==> config.mk <==
export PLATFORM = sky130hd
export DESIGN_NAME = unique_value_stack_core_flat
export DESIGN_NICKNAME = d
export VERILOG_FILES = /design/src/sv/uvs_pkg.sv /design/src/sv/uvs_if.sv /design/src/sv/uvs_ctrl.sv /design/src/sv/uvs_dp.sv /design/src/sv/unique_value_stack_core.sv /design/src/flat_wrapper.sv
export SDC_FILE = /design/constraint.sdc
export NUM_CORES = 1
export LEC_CHECK = 0
export BUFFER_PORTS_ARGS = -buffer_cell sky130_fd_sc_hd__buf_2
export CAP_MARGIN = 25
export CORE_UTILIZATION = 57
export DETAILED_ROUTE_END_ITERATION = 12
export GPL_ROUTABILITY_DRIVEN = 0
export GPL_TIMING_DRIVEN = 0
export PLACE_DENSITY_LB_ADDON = 0.08
export SYNTH_ARGS = -nofsm -noshare
export SYNTH_HDL_FRONTEND = slang
export SYNTH_SLANG_ARGS = --single-unit
==> constraint.sdc <==
create_clock -name clock -period 6.05 [get_ports clock]
set_input_delay 0.3025 -clock clock [delete_from_list [all_inputs] [get_ports clock]]
set_output_delay 0.3025 -clock clock [all_outputs]
set_load 0.01 [all_outputs]
==> src/sv/uvs_pkg.sv <==
`timescale 1ns / 1ps
`default_nettype none
// ----------------------------------------------------------------------------
// uvs_pkg
// Shared types and constants for the unique value stack: field widths,
// result status codes and the controller/datapath command and status groups.
// ----------------------------------------------------------------------------
package uvs_pkg;

   localparam int DEPTH_DEFAULT = 16;
   localparam int FUNC_W        = 1;
   localparam int DIN_W         = 32;
   localparam int DATA_W        = 31;
   localparam int STATUS_W      = 3;

   typedef enum logic [STATUS_W-1:0] {
      ST_OK    = 3'd0,
      ST_NEG   = 3'd1,
      ST_DUP   = 3'd2,
      ST_FULL  = 3'd3,
      ST_EMPTY = 3'd4
   } status_type;

   typedef enum logic [FUNC_W-1:0] {
      FUNC_PUSH = 1'b0,
      FUNC_POP  = 1'b1
   } func_type;

   // source of the result value
   typedef enum logic [1:0] {
      SEL_ZERO  = 2'd0,
      SEL_VALUE = 2'd1,
      SEL_READ  = 2'd2
   } rsp_sel_type;

   typedef struct packed {
      logic        load_req;
      logic        scan_clear;
      logic        rd_scan;
      logic        rd_top;
      logic        wr_push;
      logic        dec_count;
      logic        load_rsp;
      status_type  rsp_status;
      rsp_sel_type rsp_sel;
   } uvs_cmd_type;

   typedef struct packed {
      logic is_pop;
      logic negative;
      logic empty;
      logic full;
      logic scan_last;
      logic dup;
      logic out_free;
   } uvs_stat_type;

endpackage : uvs_pkg
`default_nettype wire

==> src/sv/uvs_if.sv <==
`timescale 1ns / 1ps
`default_nettype none
// ----------------------------------------------------------------------------
// uvs_req_if / uvs_rsp_if
// Valid/ready channels for stack requests and results.
// ----------------------------------------------------------------------------
interface uvs_req_if;
   import uvs_pkg::*;
   logic              valid;
   logic              ready;
   logic [FUNC_W-1:0] func;
   logic [DIN_W-1:0]  data_in;

   modport source (output valid, input ready, output func, output data_in);
   modport sink   (input valid, output ready, input func, input data_in);
endinterface : uvs_req_if

interface uvs_rsp_if;
   import uvs_pkg::*;
   logic                valid;
   logic                ready;
   logic [DATA_W-1:0]   data_out;
   logic [STATUS_W-1:0] status;

   modport source (output valid, input ready, output data_out, output status);
   modport sink   (input valid, output ready, input data_out, input status);
endinterface : uvs_rsp_if
`default_nettype wire

==> src/sv/uvs_ctrl.sv <==
`timescale 1ns / 1ps
`default_nettype none
// ----------------------------------------------------------------------------
// uvs_ctrl
// Sequencer for the unique value stack: accepts one item, runs the duplicate
// scan or the top read, and issues the result load.
// ----------------------------------------------------------------------------
module uvs_ctrl
   import uvs_pkg::*;
(
   input  wire logic         clock,
   input  wire logic         reset,
   input  wire logic         req_valid,
   output logic              req_ready,
   input  wire uvs_stat_type stat,
   output uvs_cmd_type       cmd
);

   typedef enum logic [4:0] {
      S_IDLE     = 5'b00001,
      S_DECIDE   = 5'b00010,
      S_SCAN     = 5'b00100,
      S_DRAIN    = 5'b01000,
      S_POP_WAIT = 5'b10000
   } state_type;

   state_type state_ff;
   state_type state_in;

   always_ff @(posedge clock) begin
      if (reset) begin
         state_ff <= S_IDLE;
      end else begin
         state_ff <= state_in;
      end
   end

   always_comb begin
      state_in       = state_ff;
      req_ready      = 1'b0;
      cmd            = '0;
      cmd.rsp_status = ST_OK;
      cmd.rsp_sel    = SEL_ZERO;
      unique case (state_ff)
         S_IDLE: begin
            req_ready = 1'b1;
            if (req_valid) begin
               cmd.load_req = 1'b1;
               state_in     = S_DECIDE;
            end
         end
         S_DECIDE: begin
            priority if (stat.is_pop) begin
               if (stat.empty) begin
                  if (stat.out_free) begin
                     cmd.load_rsp   = 1'b1;
                     cmd.rsp_status = ST_EMPTY;
                     state_in       = S_IDLE;
                  end
               end else begin
                  cmd.rd_top = 1'b1;
                  state_in   = S_POP_WAIT;
               end
            end else if (stat.negative) begin
               if (stat.out_free) begin
                  cmd.load_rsp   = 1'b1;
                  cmd.rsp_status = ST_NEG;
                  state_in       = S_IDLE;
               end
            end else if (stat.empty) begin
               if (stat.out_free) begin
                  cmd.wr_push  = 1'b1;
                  cmd.load_rsp = 1'b1;
                  cmd.rsp_sel  = SEL_VALUE;
                  state_in     = S_IDLE;
               end
            end else begin
               cmd.scan_clear = 1'b1;
               state_in       = S_SCAN;
            end
         end
         S_SCAN: begin
            cmd.rd_scan = 1'b1;
            if (stat.scan_last) begin
               state_in = S_DRAIN;
            end
         end
         S_DRAIN: begin
            if (stat.out_free) begin
               cmd.load_rsp = 1'b1;
               state_in     = S_IDLE;
               priority if (stat.dup) begin
                  cmd.rsp_status = ST_DUP;
               end else if (stat.full) begin
                  cmd.rsp_status = ST_FULL;
               end else begin
                  cmd.wr_push = 1'b1;
                  cmd.rsp_sel = SEL_VALUE;
               end
            end
         end
         S_POP_WAIT: begin
            if (stat.out_free) begin
               cmd.dec_count = 1'b1;
               cmd.load_rsp  = 1'b1;
               cmd.rsp_sel   = SEL_READ;
               state_in      = S_IDLE;
            end
         end
         default: begin
            state_in = S_IDLE;
         end
      endcase
   end

endmodule : uvs_ctrl
`default_nettype wire

==> src/sv/uvs_dp.sv <==
`timescale 1ns / 1ps
`default_nettype none
// ----------------------------------------------------------------------------
// uvs_dp
// Datapath for the unique value stack: entry memory with one registered read
// port, entry count, scan pointer, duplicate flag and result register.
// ----------------------------------------------------------------------------
module uvs_dp
   import uvs_pkg::*;
#(
   parameter int DEPTH = DEPTH_DEFAULT
) (
   input  wire logic                clock,
   input  wire logic                reset,
   input  wire logic [FUNC_W-1:0]   req_func,
   input  wire logic [DIN_W-1:0]    req_data_in,
   input  wire logic                rsp_ready,
   output logic                     rsp_valid,
   output logic [DATA_W-1:0]        rsp_data_out,
   output logic [STATUS_W-1:0]      rsp_status,
   input  wire uvs_cmd_type         cmd,
   output uvs_stat_type             stat
);

   localparam int CW = $clog2(DEPTH + 1);
   localparam int AW = (DEPTH > 1) ? $clog2(DEPTH) : 1;

   logic [DATA_W-1:0] mem [DEPTH];

   logic [FUNC_W-1:0]   func_ff;
   logic                neg_ff;
   logic [DATA_W-1:0]   value_ff;
   logic [CW-1:0]       count_ff;
   logic [CW-1:0]       count_in;
   logic [CW-1:0]       scan_ptr_ff;
   logic [CW-1:0]       scan_ptr_in;
   logic                rd_vld_ff;
   logic                rd_vld_in;
   logic [DATA_W-1:0]   rd_data_ff;
   logic                dup_ff;
   logic                dup_in;
   logic                rsp_valid_ff;
   logic                rsp_valid_in;
   logic [DATA_W-1:0]   data_out_ff;
   logic [STATUS_W-1:0] status_ff;
   logic [CW-1:0]       top_idx;
   logic                hit;

   assign top_idx = count_ff - CW'(1);
   assign hit     = rd_vld_ff && (rd_data_ff == value_ff);

   // request capture
   always_ff @(posedge clock) begin
      if (cmd.load_req) begin
         func_ff  <= req_func;
         neg_ff   <= req_data_in[DIN_W-1];
         value_ff <= req_data_in[DATA_W-1:0];
      end
   end

   // entry memory
   always_ff @(posedge clock) begin
      if (cmd.wr_push) begin
         mem[count_ff[AW-1:0]] <= value_ff;
      end
      if (cmd.rd_scan) begin
         rd_data_ff <= mem[scan_ptr_ff[AW-1:0]];
      end else if (cmd.rd_top) begin
         rd_data_ff <= mem[top_idx[AW-1:0]];
      end
   end

   always_comb begin
      count_in = count_ff;
      if (cmd.wr_push) begin
         count_in = count_ff + CW'(1);
      end else if (cmd.dec_count) begin
         count_in = top_idx;
      end
      scan_ptr_in = cmd.scan_clear ? '0 :
                    (cmd.rd_scan ? scan_ptr_ff + CW'(1) : scan_ptr_ff);
      rd_vld_in   = cmd.rd_scan;
      dup_in      = cmd.scan_clear ? 1'b0 : (dup_ff | hit);
      rsp_valid_in = cmd.load_rsp ? 1'b1 : (rsp_ready ? 1'b0 : rsp_valid_ff);
   end

   always_ff @(posedge clock) begin
      if (reset) begin
         count_ff     <= '0;
         scan_ptr_ff  <= '0;
         rd_vld_ff    <= 1'b0;
         dup_ff       <= 1'b0;
         rsp_valid_ff <= 1'b0;
      end else begin
         count_ff     <= count_in;
         scan_ptr_ff  <= scan_ptr_in;
         rd_vld_ff    <= rd_vld_in;
         dup_ff       <= dup_in;
         rsp_valid_ff <= rsp_valid_in;
      end
   end

   // result register
   always_ff @(posedge clock) begin
      if (cmd.load_rsp) begin
         status_ff <= cmd.rsp_status;
         unique case (cmd.rsp_sel)
            SEL_VALUE: data_out_ff <= value_ff;
            SEL_READ:  data_out_ff <= rd_data_ff;
            default:   data_out_ff <= '0;
         endcase
      end
   end

   assign rsp_valid    = rsp_valid_ff;
   assign rsp_data_out = data_out_ff;
   assign rsp_status   = status_ff;

   assign stat.is_pop    = (func_ff == FUNC_POP);
   assign stat.negative  = neg_ff;
   assign stat.empty     = (count_ff == '0);
   assign stat.full      = (count_ff == CW'(DEPTH));
   assign stat.scan_last = (scan_ptr_ff == top_idx);
   assign stat.dup       = dup_ff | hit;
   assign stat.out_free  = !rsp_valid_ff || rsp_ready;

endmodule : uvs_dp
`default_nettype wire

==> src/sv/unique_value_stack_core.sv <==
`timescale 1ns / 1ps
`default_nettype none
// ----------------------------------------------------------------------------
// unique_value_stack_core
// Bounded LIFO stack of non-negative 31-bit values that rejects duplicates.
// ----------------------------------------------------------------------------
// Each request item yields exactly one result item. A push is checked in the
// order negative, duplicate, full; only an accepted push changes the stack and
// echoes its value, every failure returns zero data with a nonzero status.
// One item is handled at a time. A push of a non-negative value onto a
// non-empty stack runs a duplicate check before the result register is
// loaded; the check reads the entries one per cycle through the single read
// port of the entry memory. A negative value or an empty stack skips it.
// A pop reads the top entry into the read register before the result is
// loaded; a pop on an empty stack loads its result directly. The next item
// can be accepted in the cycle after the result load. A new item is accepted
// while the previous result still waits in the output register; its final
// step then waits until that result is taken.
module unique_value_stack_core
   import uvs_pkg::*;
#(
   parameter int DEPTH = DEPTH_DEFAULT
) (
   input  wire logic clock,
   input  wire logic reset,
   uvs_req_if.sink   req_ch,
   uvs_rsp_if.source rsp_ch
);

   uvs_cmd_type  cmd;
   uvs_stat_type stat;

   uvs_ctrl u_ctrl (
      .clock     (clock),
      .reset     (reset),
      .req_valid (req_ch.valid),
      .req_ready (req_ch.ready),
      .stat      (stat),
      .cmd       (cmd)
   );

   uvs_dp #(
      .DEPTH (DEPTH)
   ) u_dp (
      .clock        (clock),
      .reset        (reset),
      .req_func     (req_ch.func),
      .req_data_in  (req_ch.data_in),
      .rsp_ready    (rsp_ch.ready),
      .rsp_valid    (rsp_ch.valid),
      .rsp_data_out (rsp_ch.data_out),
      .rsp_status   (rsp_ch.status),
      .cmd          (cmd),
      .stat         (stat)
   );

endmodule : unique_value_stack_core
`default_nettype wire

==> src/flat_wrapper.sv <==
// flat-port wrapper written by rule: the top's interface ports become plain ports
module unique_value_stack_core_flat import uvs_pkg::*;
#(
   parameter int DEPTH = DEPTH_DEFAULT
)
  (clock, reset, req_ch_valid, req_ch_ready, req_ch_func, req_ch_data_in, rsp_ch_valid, rsp_ch_ready, rsp_ch_data_out, rsp_ch_status);
  uvs_req_if req_ch_i ();
  uvs_rsp_if rsp_ch_i ();
  input  wire logic clock;
  input  wire logic reset;
  input wire logic [$bits(req_ch_i.valid)-1:0] req_ch_valid;
  output wire logic [$bits(req_ch_i.ready)-1:0] req_ch_ready;
  input wire logic [$bits(req_ch_i.func)-1:0] req_ch_func;
  input wire logic [$bits(req_ch_i.data_in)-1:0] req_ch_data_in;
  output wire logic [$bits(rsp_ch_i.valid)-1:0] rsp_ch_valid;
  input wire logic [$bits(rsp_ch_i.ready)-1:0] rsp_ch_ready;
  output wire logic [$bits(rsp_ch_i.data_out)-1:0] rsp_ch_data_out;
  output wire logic [$bits(rsp_ch_i.status)-1:0] rsp_ch_status;
  assign req_ch_i.valid = req_ch_valid;
  assign req_ch_ready = req_ch_i.ready;
  assign req_ch_i.func = req_ch_func;
  assign req_ch_i.data_in = req_ch_data_in;
  assign rsp_ch_valid = rsp_ch_i.valid;
  assign rsp_ch_i.ready = rsp_ch_ready;
  assign rsp_ch_data_out = rsp_ch_i.data_out;
  assign rsp_ch_status = rsp_ch_i.status;
  unique_value_stack_core #(.DEPTH(DEPTH)) u_core (.clock(clock), .reset(reset), .req_ch(req_ch_i), .rsp_ch(rsp_ch_i));
endmodule
# Yosys cells after proc, flatten, opt, wreduce, memory -nomap -nowiden
# Memories as Yosys holds them, arrays and structs flattened. A register that Yosys moved wholly into a read port is not among the register bits.
# Cells that the tools add are included.
# totals
ram_bits	496
latch_bits	0
elab_cells	97
memories	1
mem_bits_ro	0
reg_bits	116
input_bits	37
# mem_list
name	depth	width	read_ports	rd_clocked_by_memory_dff	wr	line	source
u_core.u_dp.mem	16	31	2	1	1	uvs_dp.sv:28	logic [DATA_W-1:0] mem [DEPTH];
# classes
mux	58
n_mul	0
n_bitwise	1
n_eq_ne	12
reduce_logical	10
n_shift	0
order_cmp	0
div_mod_pow	0
add_sub_neg	3
# op_table
operator	n
two-way mux 31 bit	2
one-hot mux 31 bit (2 select lines)	1
two-way mux 5 bit	9
== test 31 bit	1
two-way mux 1 bit	29
two-way mux 4 bit	6
one-hot mux 5 bit (4 select lines)	1
adder 5 x 1 -> 5 bit (second input constant)	2
== test 5 bit (second input constant)	2
two-way mux 2 bit	4
two-way mux 6 bit	1
one-hot mux 2 bit (3 select lines)	1
one-hot mux 3 bit (2 select lines)	1
nonzero test 2 bit	3
== test 5 x 1 -> 1 bit (second input constant)	1
== test 5 x 2 -> 1 bit (second input constant)	1
== test 5 x 3 -> 1 bit (second input constant)	1
== test 5 x 4 -> 1 bit (second input constant)	1
== test 5 bit	1
zero test 5 bit	1
subtractor 5 x 1 -> 5 bit (second input constant)	1
OR reduction 2 bit	2
two-way mux 3 bit	1
one-hot mux 1 bit (3 select lines)	1
10 further kinds	10

# Longest topological paths before layout
# Gate-level depths: netlist of the first run.
# logic_depth
word_depth	9
depth_mapped	15
ltp_nobuf	10

# Cells and area by module
# Synthesis of the first run repeated with hierarchy kept, for this count alone.
# hier_totals
hier_cells	1500
hier_area_um2	28280.9
# modules_own_cells
module	cells_each	n_inst	area_per_inst_um2
uvs_dp	1427	1	27761.6
uvs_ctrl	73	1	519.2

# Worst setup path after synthesis of the first run
# Ideal clock, no wire load.
# synth_timing
path_type	flip-flop to flip-flop
startpoint	register u_core.u_dp.count_ff[0]
endpoint	register u_core.u_ctrl.state_ff[0]
path_buffers	2
required_time_ns	5.974
path_stages_with_launch	10
slack_ns	0.404
synth_period_minus_slack_ns	5.646
setup_time_ns	0.076
arrival_time_ns	5.570
path_cell_list	dfxtp_1 buf_4 buf_2 inv_1 ha_1 or4b_4 o21ai_0 a31oi_1 nor4_1 or4b_2
# synth_between
elab_chain_cells	5
elab_cells_between_ends	10
cone_classes	add/sub: 1; eq/ne: 2; mux: 5; reduce/logical: 2
# synth_lines
item	line	source
from (decl)	uvs_dp.sv:33	logic [CW-1:0] count_ff;
from (signal assigned)	uvs_dp.sv:95	count_ff <= count_in;
parallel branches: the longest is 5 deep, another holds subtractor 5 x 1 -> 5 bit	--	
to (signal assigned)	uvs_ctrl.sv:34	state_ff <= state_in;
to (decl)	uvs_ctrl.sv:27	state_type state_ff;
# Several ways; the timed one is not identified.
# A chain may end at the register's enable or synchronous reset.

# Worst setup path after layout of the first run
# layout_timing
startpoint	register u_core.u_dp.count_ff[0]
endpoint	register u_core.u_dp.data_out_ff[19], in the netlist u_core.u_dp.rsp_data_out[19] (data pin)
# layout_between
elab_chain_cells	7
elab_cells_between_ends	12
cone_classes	eq/ne: 3; mux: 8; reduce/logical: 1
# layout_lines
item	line	source
== test 5 bit / zero test 5 bit (equally long branches)	uvs_dp.sv:122, uvs_dp.sv:121	
two-way mux 1 bit, on equally long branches	uvs_ctrl.sv:94, uvs_ctrl.sv:70	
two-way mux 1 bit, on equally long branches	uvs_ctrl.sv:92, uvs_ctrl.sv:64	
two-way mux 6 bit / two-way mux 1 bit (equally long branches)	uvs_ctrl.sv:89, uvs_ctrl.sv:53	
one-hot mux 2 bit (3 select lines) *	uvs_ctrl.sv:44	unique case (state_ff)
== test 2 bit / == test 2 x 1 -> 1 bit (equally long branches)	uvs_dp.sv:107	unique case (cmd.rsp_sel)
one-hot mux 31 bit (2 select lines) *	uvs_dp.sv:107	
to (signal assigned)	uvs_dp.sv:108	SEL_VALUE: data_out_ff <= value_ff;
to (signal assigned)	uvs_dp.sv:109	SEL_READ: data_out_ff <= rd_data_ff;
to (decl)	uvs_dp.sv:44	logic [DATA_W-1:0] data_out_ff;
# Mark *: on every way between the ends. The rest lies on a longest branch, timed or not.

==> reports/metrics.yaml, run 1 <==
status: "completed"
io_buffers: 71
max_stage_delay_ps: 570
top_layer_used: "met4"
synth-main-ff-cell: "edfxtp_1"
syn_inst: 1373
total_power_mw: 8.95
wl_met2_mm: 36.2
first_global_vias: 15800
vias_per_cell: 7.25
worst_pin_slew_ps: 1170
drv_slew: 0
path_cells: "buf_4 -> buf_2 -> inv_1 -> ha_1 -> and3_2 -> or3_1 -> a21oi_2 -> or2_1 -> buf_6 -> buf_8 -> ha_1 -> clkbuf_1 -> a22oi_1 -> nor2_1"
holdWs_ps: 81.0
drtIter0Drc: 2583
avgSynthCellArea_um2: 20.3
wl_met3_mm: 9.73
critPathLaunch: "u_core.u_dp.count_ff[0]$_SDFFE_PP0P_"
finalSetupViolCount: 0
layout-drive-gt1-share: 0.354
syn-cell-area_mm2: 0.0279
dieArea_mm2: 0.0498
ys_ff_latch: 616
fin_util: 0.664
power_switching_mw: 1.87
cts_resized: 0
reg2reg_depth: 14
cts_sinks: 616
die_y_um: 223
htree_levels: 3
synth-edff-count: 594
start_util: 0.581
clock_path_buffers: 3
worst_slack_ps: 1210
via_count: 16200
multi_input_area_mm2: 0.00912
drc: 0
cts_root_buf: "clkbuf_16"
period_share: 0.799
timing.rr.start: "u_core.u_dp.count_ff[0]$_SDFFE_PP0P_"
critPathSlowestCell: "clkbuf_1"
ant_nets: 0
track_usage: 0.326
cts_made_buffers: 66
hpwl_mm: 49.9
cp-endpoint: "u_core.u_dp.rsp_data_out[19]$_DFFE_PP_"
worstSetupPathType: "register to register"
syn-num-nets: 1418
yosysSeqAreaShare: 0.656
arrival_ps: 5220
m1WireLength_mm: 30.4
antenna_found_initial: 0
worstSkewPairLatency_ps: 600
vdd_drop_max_uv: 233
synth_top_area_frac: 0.640
fin_crit_ps: 4840
area_growth_pct: 14.4
synth.most_common_cell: "edfxtp_1"
p_per_area_mw_per_mm2: 281
grt-ovfl-total: 0
n_antenna_cell: 0
regArea_mm2: 0.0183
core_area_mm2: 0.0479
postCtsHoldBufs: 33
finalWirelength_mm: 79.0
fin_tns_setup_ps: 0
power_frac_comb: 0.033
yosys-top-cells-count: "594 x edfxtp_1, 310 x mux4_2, 103 x nand2_1"
dpl.cell_count: 2088
wl_per_cell_um: 35.3
fin_area_mm2: 0.0319
die_x_um: 223
synth_area_leader_cell: "edfxtp_1"
fillCellCount: 3108
crit_path_end_kind: "register"
p_int_mw: 7.08
yosysWarningCount: 0
placed_cell_area_mm2: 0.0295
cts.clk_slew.worst_paths_ps: 60
hold_violations: 0
nNetsFinal: 1621
clock_skew_ps: 19.2
num_rows: 80
yosys-top-cells-area: "edfxtp_1 64%, mux4_2 25%, dfxtp_1 1.6%"
final_cells: 2240
rsz0062_at_grt: "false"
grt_pass1_wl_mm: 112
post_cts_buffers: 0
start_kind: "register"
cp.required_ps: 6430
hold_path.class: "primary input to register"
async_reset_ff_frac: 0
max-slew-margin-rel: 0.223
critPathMaxFanout: 10
r2r-end: "u_core.u_dp.rsp_data_out[19]$_DFFE_PP_"
power_frac_seq: 0.539
p_leak_nw: 9.70
r2r_setup_slack_ps: 1210
grt_max_degree: 22
crit_top_cell: "ha_1"
io_pins: 73
firstDrtPassIters: 6
synth_cell_types: 55
pre_cts_ws_ps: 1440
cts_tree: "yes"
clkPwrFrac: 0.428
drv_cap: 0
max_freq_mhz: 207
p_sw_frac: 0.209
## power groups by stage
| stage | logic, mW | registers (mW) | clock network [mW] |
|---|---|---|---|
| 6_report | 0.292 | 4.82 | 3.83 |
| 5_1_grt | 0.308 | 4.83 | 4.01 |
| 4_1_cts | 0.288 | 4.82 | 3.87 |
| 3_5_place_dp | 0.270 | 4.91 | 0 |
| 3_3_place_gp | 0.259 | 4.91 | 0 |
| 2_1_floorplan | 0.161 | 4.88 | 0 |
## flip-flops by register name, indices dropped and copies added (netlist names), named ones only
signal / cells
u_core.u_dp.neg_ff: 1
u_core.u_dp.rd_data_ff: 31
u_core.u_dp.dup_ff: 1
u_core.u_dp.rsp_data_out: 31
u_core.u_dp.mem: 496
u_core.u_ctrl.state_ff: 5
u_core.u_dp.count_ff: 5
u_core.u_dp.func_ff: 1
u_core.u_dp.rsp_status: 3
u_core.u_dp.rd_vld_ff: 1
u_core.u_dp.value_ff: 31
u_core.u_dp.rsp_valid: 1
u_core.u_dp.scan_ptr_ff: 5
## worst max-delay path, delay by kind of cell, from the launching register on
family	cells	cell delay [ps]
buffers and inverters	6	1870
adder cells (fa/ha/maj)	2	690
AND/OR/NAND/NOR	4	1060
AO/OA/AOI/OAI	2	510
flip-flops	1	470
## cells in the final DEF (no fill, tap or decap), drive strengths merged, types with 21 or more instances in the layout
cell and n:
xor2 21, nand2 103, buf 150, mux4 310, a22oi 32, clkbuf 136, edfxtp 594, nor2 53
dfxtp 22, dlygate4sd3 33, xnor2 24
## how the worst min path moves through the flow
stage,start,cells past startpoint,end,slack (ps)
after floorplan,req_ch_func,0,u_core.u_dp.func_ff$_DFFE_PP_,400
after global placement,req_ch_data_in[5],1,u_core.u_dp.value_ff[5]$_DFFE_PP_,480
after detailed placement,req_ch_data_in[15],1,u_core.u_dp.value_ff[15]$_DFFE_PP_,480
after CTS,rsp_ch_ready,4,u_core.u_dp.rsp_valid$_SDFFE_PP0P_,60
after global routing,rsp_ch_ready,4,u_core.u_dp.rsp_valid$_SDFFE_PP0P_,70
final,rsp_ch_ready,4,u_core.u_dp.rsp_valid$_SDFFE_PP0P_,80
## layer usage
metal,vias to the layer above,global-route usage
li1,6262,-
met1,8556,0.472
met2,1255,0.486
met3,176,0.0881
met4,0,0.114
met5,-,0
## cell families after synthesis
family / share of synthesized area
XOR/XNOR: 0.0141
multiplexers: 0.251
AND/OR/NAND/NOR: 0.0424
AO/OA/AOI/OAI: 0.0153
buffers and inverters: 0.0169
adder cells (fa/ha/maj): 0.00359
flip-flops: 0.656
## final cells by class
type | instances | share of cell area
timing repair buffer | 135 | 0.0371
inverter | 9 | 0.00106
sequential | 616 | 0.574
clock buffer | 92 | 0.0592
tap | 615 | 0.0242
multi-input combinational | 656 | 0.286
buffer | 92 | 0.0137
clock inverter | 25 | 0.00463
Note: power is estimated with default switching activity, not from simulation.
==> run 2, diff against run 1 <==
clock period = 4.3 ns   (was 6.05 ns; I/O delays follow)
==> run 2 against run 1 <==
Net effect:
- combinational power grew 40%
- power grew 45%
- setup slack worse by 1100 ps
- routed wire length down 1.7%
- register-to-register slack worse by 1100 ps
- clock skew up 12 ps
- clock power increased by 50%
- worst hold slack gained 83 ps
- first-iteration DRC count down 7.6%
- global-route usage shrank 0.50 points
- critical path type unchanged
- highest routed layer unchanged
==> reports/metrics.yaml, run 2 (synthesis results as in run 1) <==
fin_util: 0.668  # +0.00339
final_common_cell: "edfxtp_1"
dieArea_mm2: 0.0498  # unchanged
cts_root_buf: "clkbuf_16"
hpwl_mm: 49.1  # -1.6%
drv_slew: 0  # unchanged
rsz0062_at_grt: "false"
final_cell_mix: "594 x edfxtp_1, 310 x mux4_2, 102 x nand2_1"
worstSetupPathType: "register to register"
fin_crit_ps: 4210  # -624 ps
final_cells: 2237  # -0.13%
core_area_mm2: 0.0479  # unchanged
fin_tns_setup_ps: 0  # unchanged
dpl.cell_count: 2085  # -0.14%
antenna_found_initial: 0  # unchanged
die_x_um: 223  # unchanged
io_buffers: 71  # unchanged
arrival_ps: 4660  # -560 ps
drtIter0Drc: 2386  # -7.6%
cts.clk_slew.worst_paths_ps: 70  # about the same
track_usage: 0.321  # -0.00504
worstSkewPairLatency_ps: 610  # about the same
area_growth_pct: 15.0
start_util: 0.581  # unchanged
layout-drive-gt1-share: 0.359  # +0.00559
grt_pass1_wl_mm: 110  # -1.6%
htree_levels: 3  # unchanged
finalWirelength_mm: 77.7  # -1.7%
drc: 0  # unchanged
via_count: 16000  # -1.5%
cts_made_buffers: 66  # unchanged
max_freq_mhz: 237  # +15%
drv_cap: 0  # unchanged
vdd_drop_max_uv: 379  # +63%
period_share: 0.980  # +0.180
worst_pin_slew_ps: 1110  # -60.8 ps
clock_path_buffers: 3  # unchanged
hold_path.class: "primary input to register"
n_antenna_cell: 0  # unchanged
critPathMaxFanout: 19  # +9
first_global_vias: 15700  # -0.86%
cp.required_ps: 4740  # -1690 ps
p_leak_nw: 9.77  # +0.75%
grt_max_degree: 25  # +14%
max-slew-margin-rel: 0.263  # +0.0405
status: "completed"
start_kind: "register"
num_rows: 80  # unchanged
cts_sinks: 616  # unchanged
crit_path_end_kind: "register"
io_pins: 73  # unchanged
firstDrtPassIters: 5  # -1
vias_per_cell: 7.15  # -1.4%
cts_tree: "yes"
grt-ovfl-total: 0  # unchanged
nNetsFinal: 1618  # -0.19%
largest_reg_flops: 496  # unchanged
p_per_area_mw_per_mm2: 405  # +44%
finalSetupViolCount: 0  # unchanged
ant_nets: 0  # unchanged
wl_per_cell_um: 34.7  # -1.6%
hold_violations: 0  # unchanged
die_y_um: 223  # unchanged
clock_skew_ps: 31.0  # +11.8 ps
post_cts_buffers: 0  # unchanged
-- run 2: cell count changes in the layout (fill, tap and decap cells not counted), sizes merged --
cell         delta
buf             -5
bufinv          +6
clkbuf          -6
clkinv          -3
clkinvlp        +1
dlygate4sd3     +2
inv             +2
-- run 2: worst paths after layout --
| kind | start | end | slack, ps | cells after the start |
|---|---|---|---|---|
| worst min register to register | u_core.u_dp.scan_ptr_ff[4]$_SDFFE_PP0P_ | u_core.u_dp.scan_ptr_ff[4]$_SDFFE_PP0P_ | 570 | 2 |
| worst min-delay path | reset | u_core.u_dp.count_ff[4]$_SDFFE_PP0P_ | 160 | 3 |
| worst max register to register | u_core.u_dp.count_ff[0]$_SDFFE_PP0P_ | u_core.u_dp.rsp_data_out[25]$_DFFE_PP_ | 90 | 13 |
| worst max-delay path | u_core.u_dp.count_ff[0]$_SDFFE_PP0P_ | u_core.u_dp.rsp_data_out[25]$_DFFE_PP_ | 90 | 13 |
-- run 2: power breakdown --
part           internal, mW  switching (mW)  leakage (nW)  total [mW]
clock                  3.44            2.32          1.06        5.76
combinational         0.177           0.232          3.22       0.410
sequential             6.67           0.121          5.49        6.79
total                  10.3            2.68          9.77        13.0
-- run 2: repair_timing --
action                     in CTS  in global routing
gates resized for setup         3                  7
cloned                          0                  0
hold buffers                   35                  0
setup endpoints to repair     127                 46
hold endpoints to repair       35                  0
-- run 2: metal layers --
layer  GRT usage  vias up  share of wire
met1       0.463     8339           0.38
li1            -     6264              -
met2       0.480     1220           0.46
met5           0        -              0
met4       0.106        0          0.032
met3      0.0906      178           0.12
-- run 2: cell type report --
| class | count | area (um^2) |
|---|---|---|
| Clock inverter | 31 | 340 |
| Timing Repair Buffer | 133 | 1180 |
| Multi-Input combinational cell | 656 | 9130 |
| Clock buffer | 86 | 1840 |
| Fill cell | 3081 | 15900 |
| Inverter | 9 | 33.8 |
| Sequential cell | 616 | 18300 |
| Buffer | 91 | 443 |
| Tap cell | 615 | 769 |
-- run 2: through the flow --
stage | total power, mW | hold WS, ps | worst slack, ps | instance area (um^2)
3_3_place_gp | 7.27 | 391 | -2370 | 29000
3_5_place_dp | 7.29 | 393 | -410 | 29500
2_1_floorplan | 7.10 | 314 | 91.5 | 27900
6_report | 13.0 | 164 | 87.7 | 32000
4_1_cts | 13.0 | 131 | 39.0 | 32000
5_1_grt | 13.2 | 193 | 0.823 | 32000
-- run 2: worst max-delay path, cell delays in order, from the launching register on --
cell and delay, ps:
dfxtp_1 480, buf_6 370, inv_1 180, ha_1 350
and3_2 260, or3_1 330, a21oi_2 320, or2_1 170
buf_6 130, buf_8 130, ha_1 360, clkbuf_1 550
a22oi_1 240, nor2_1 160
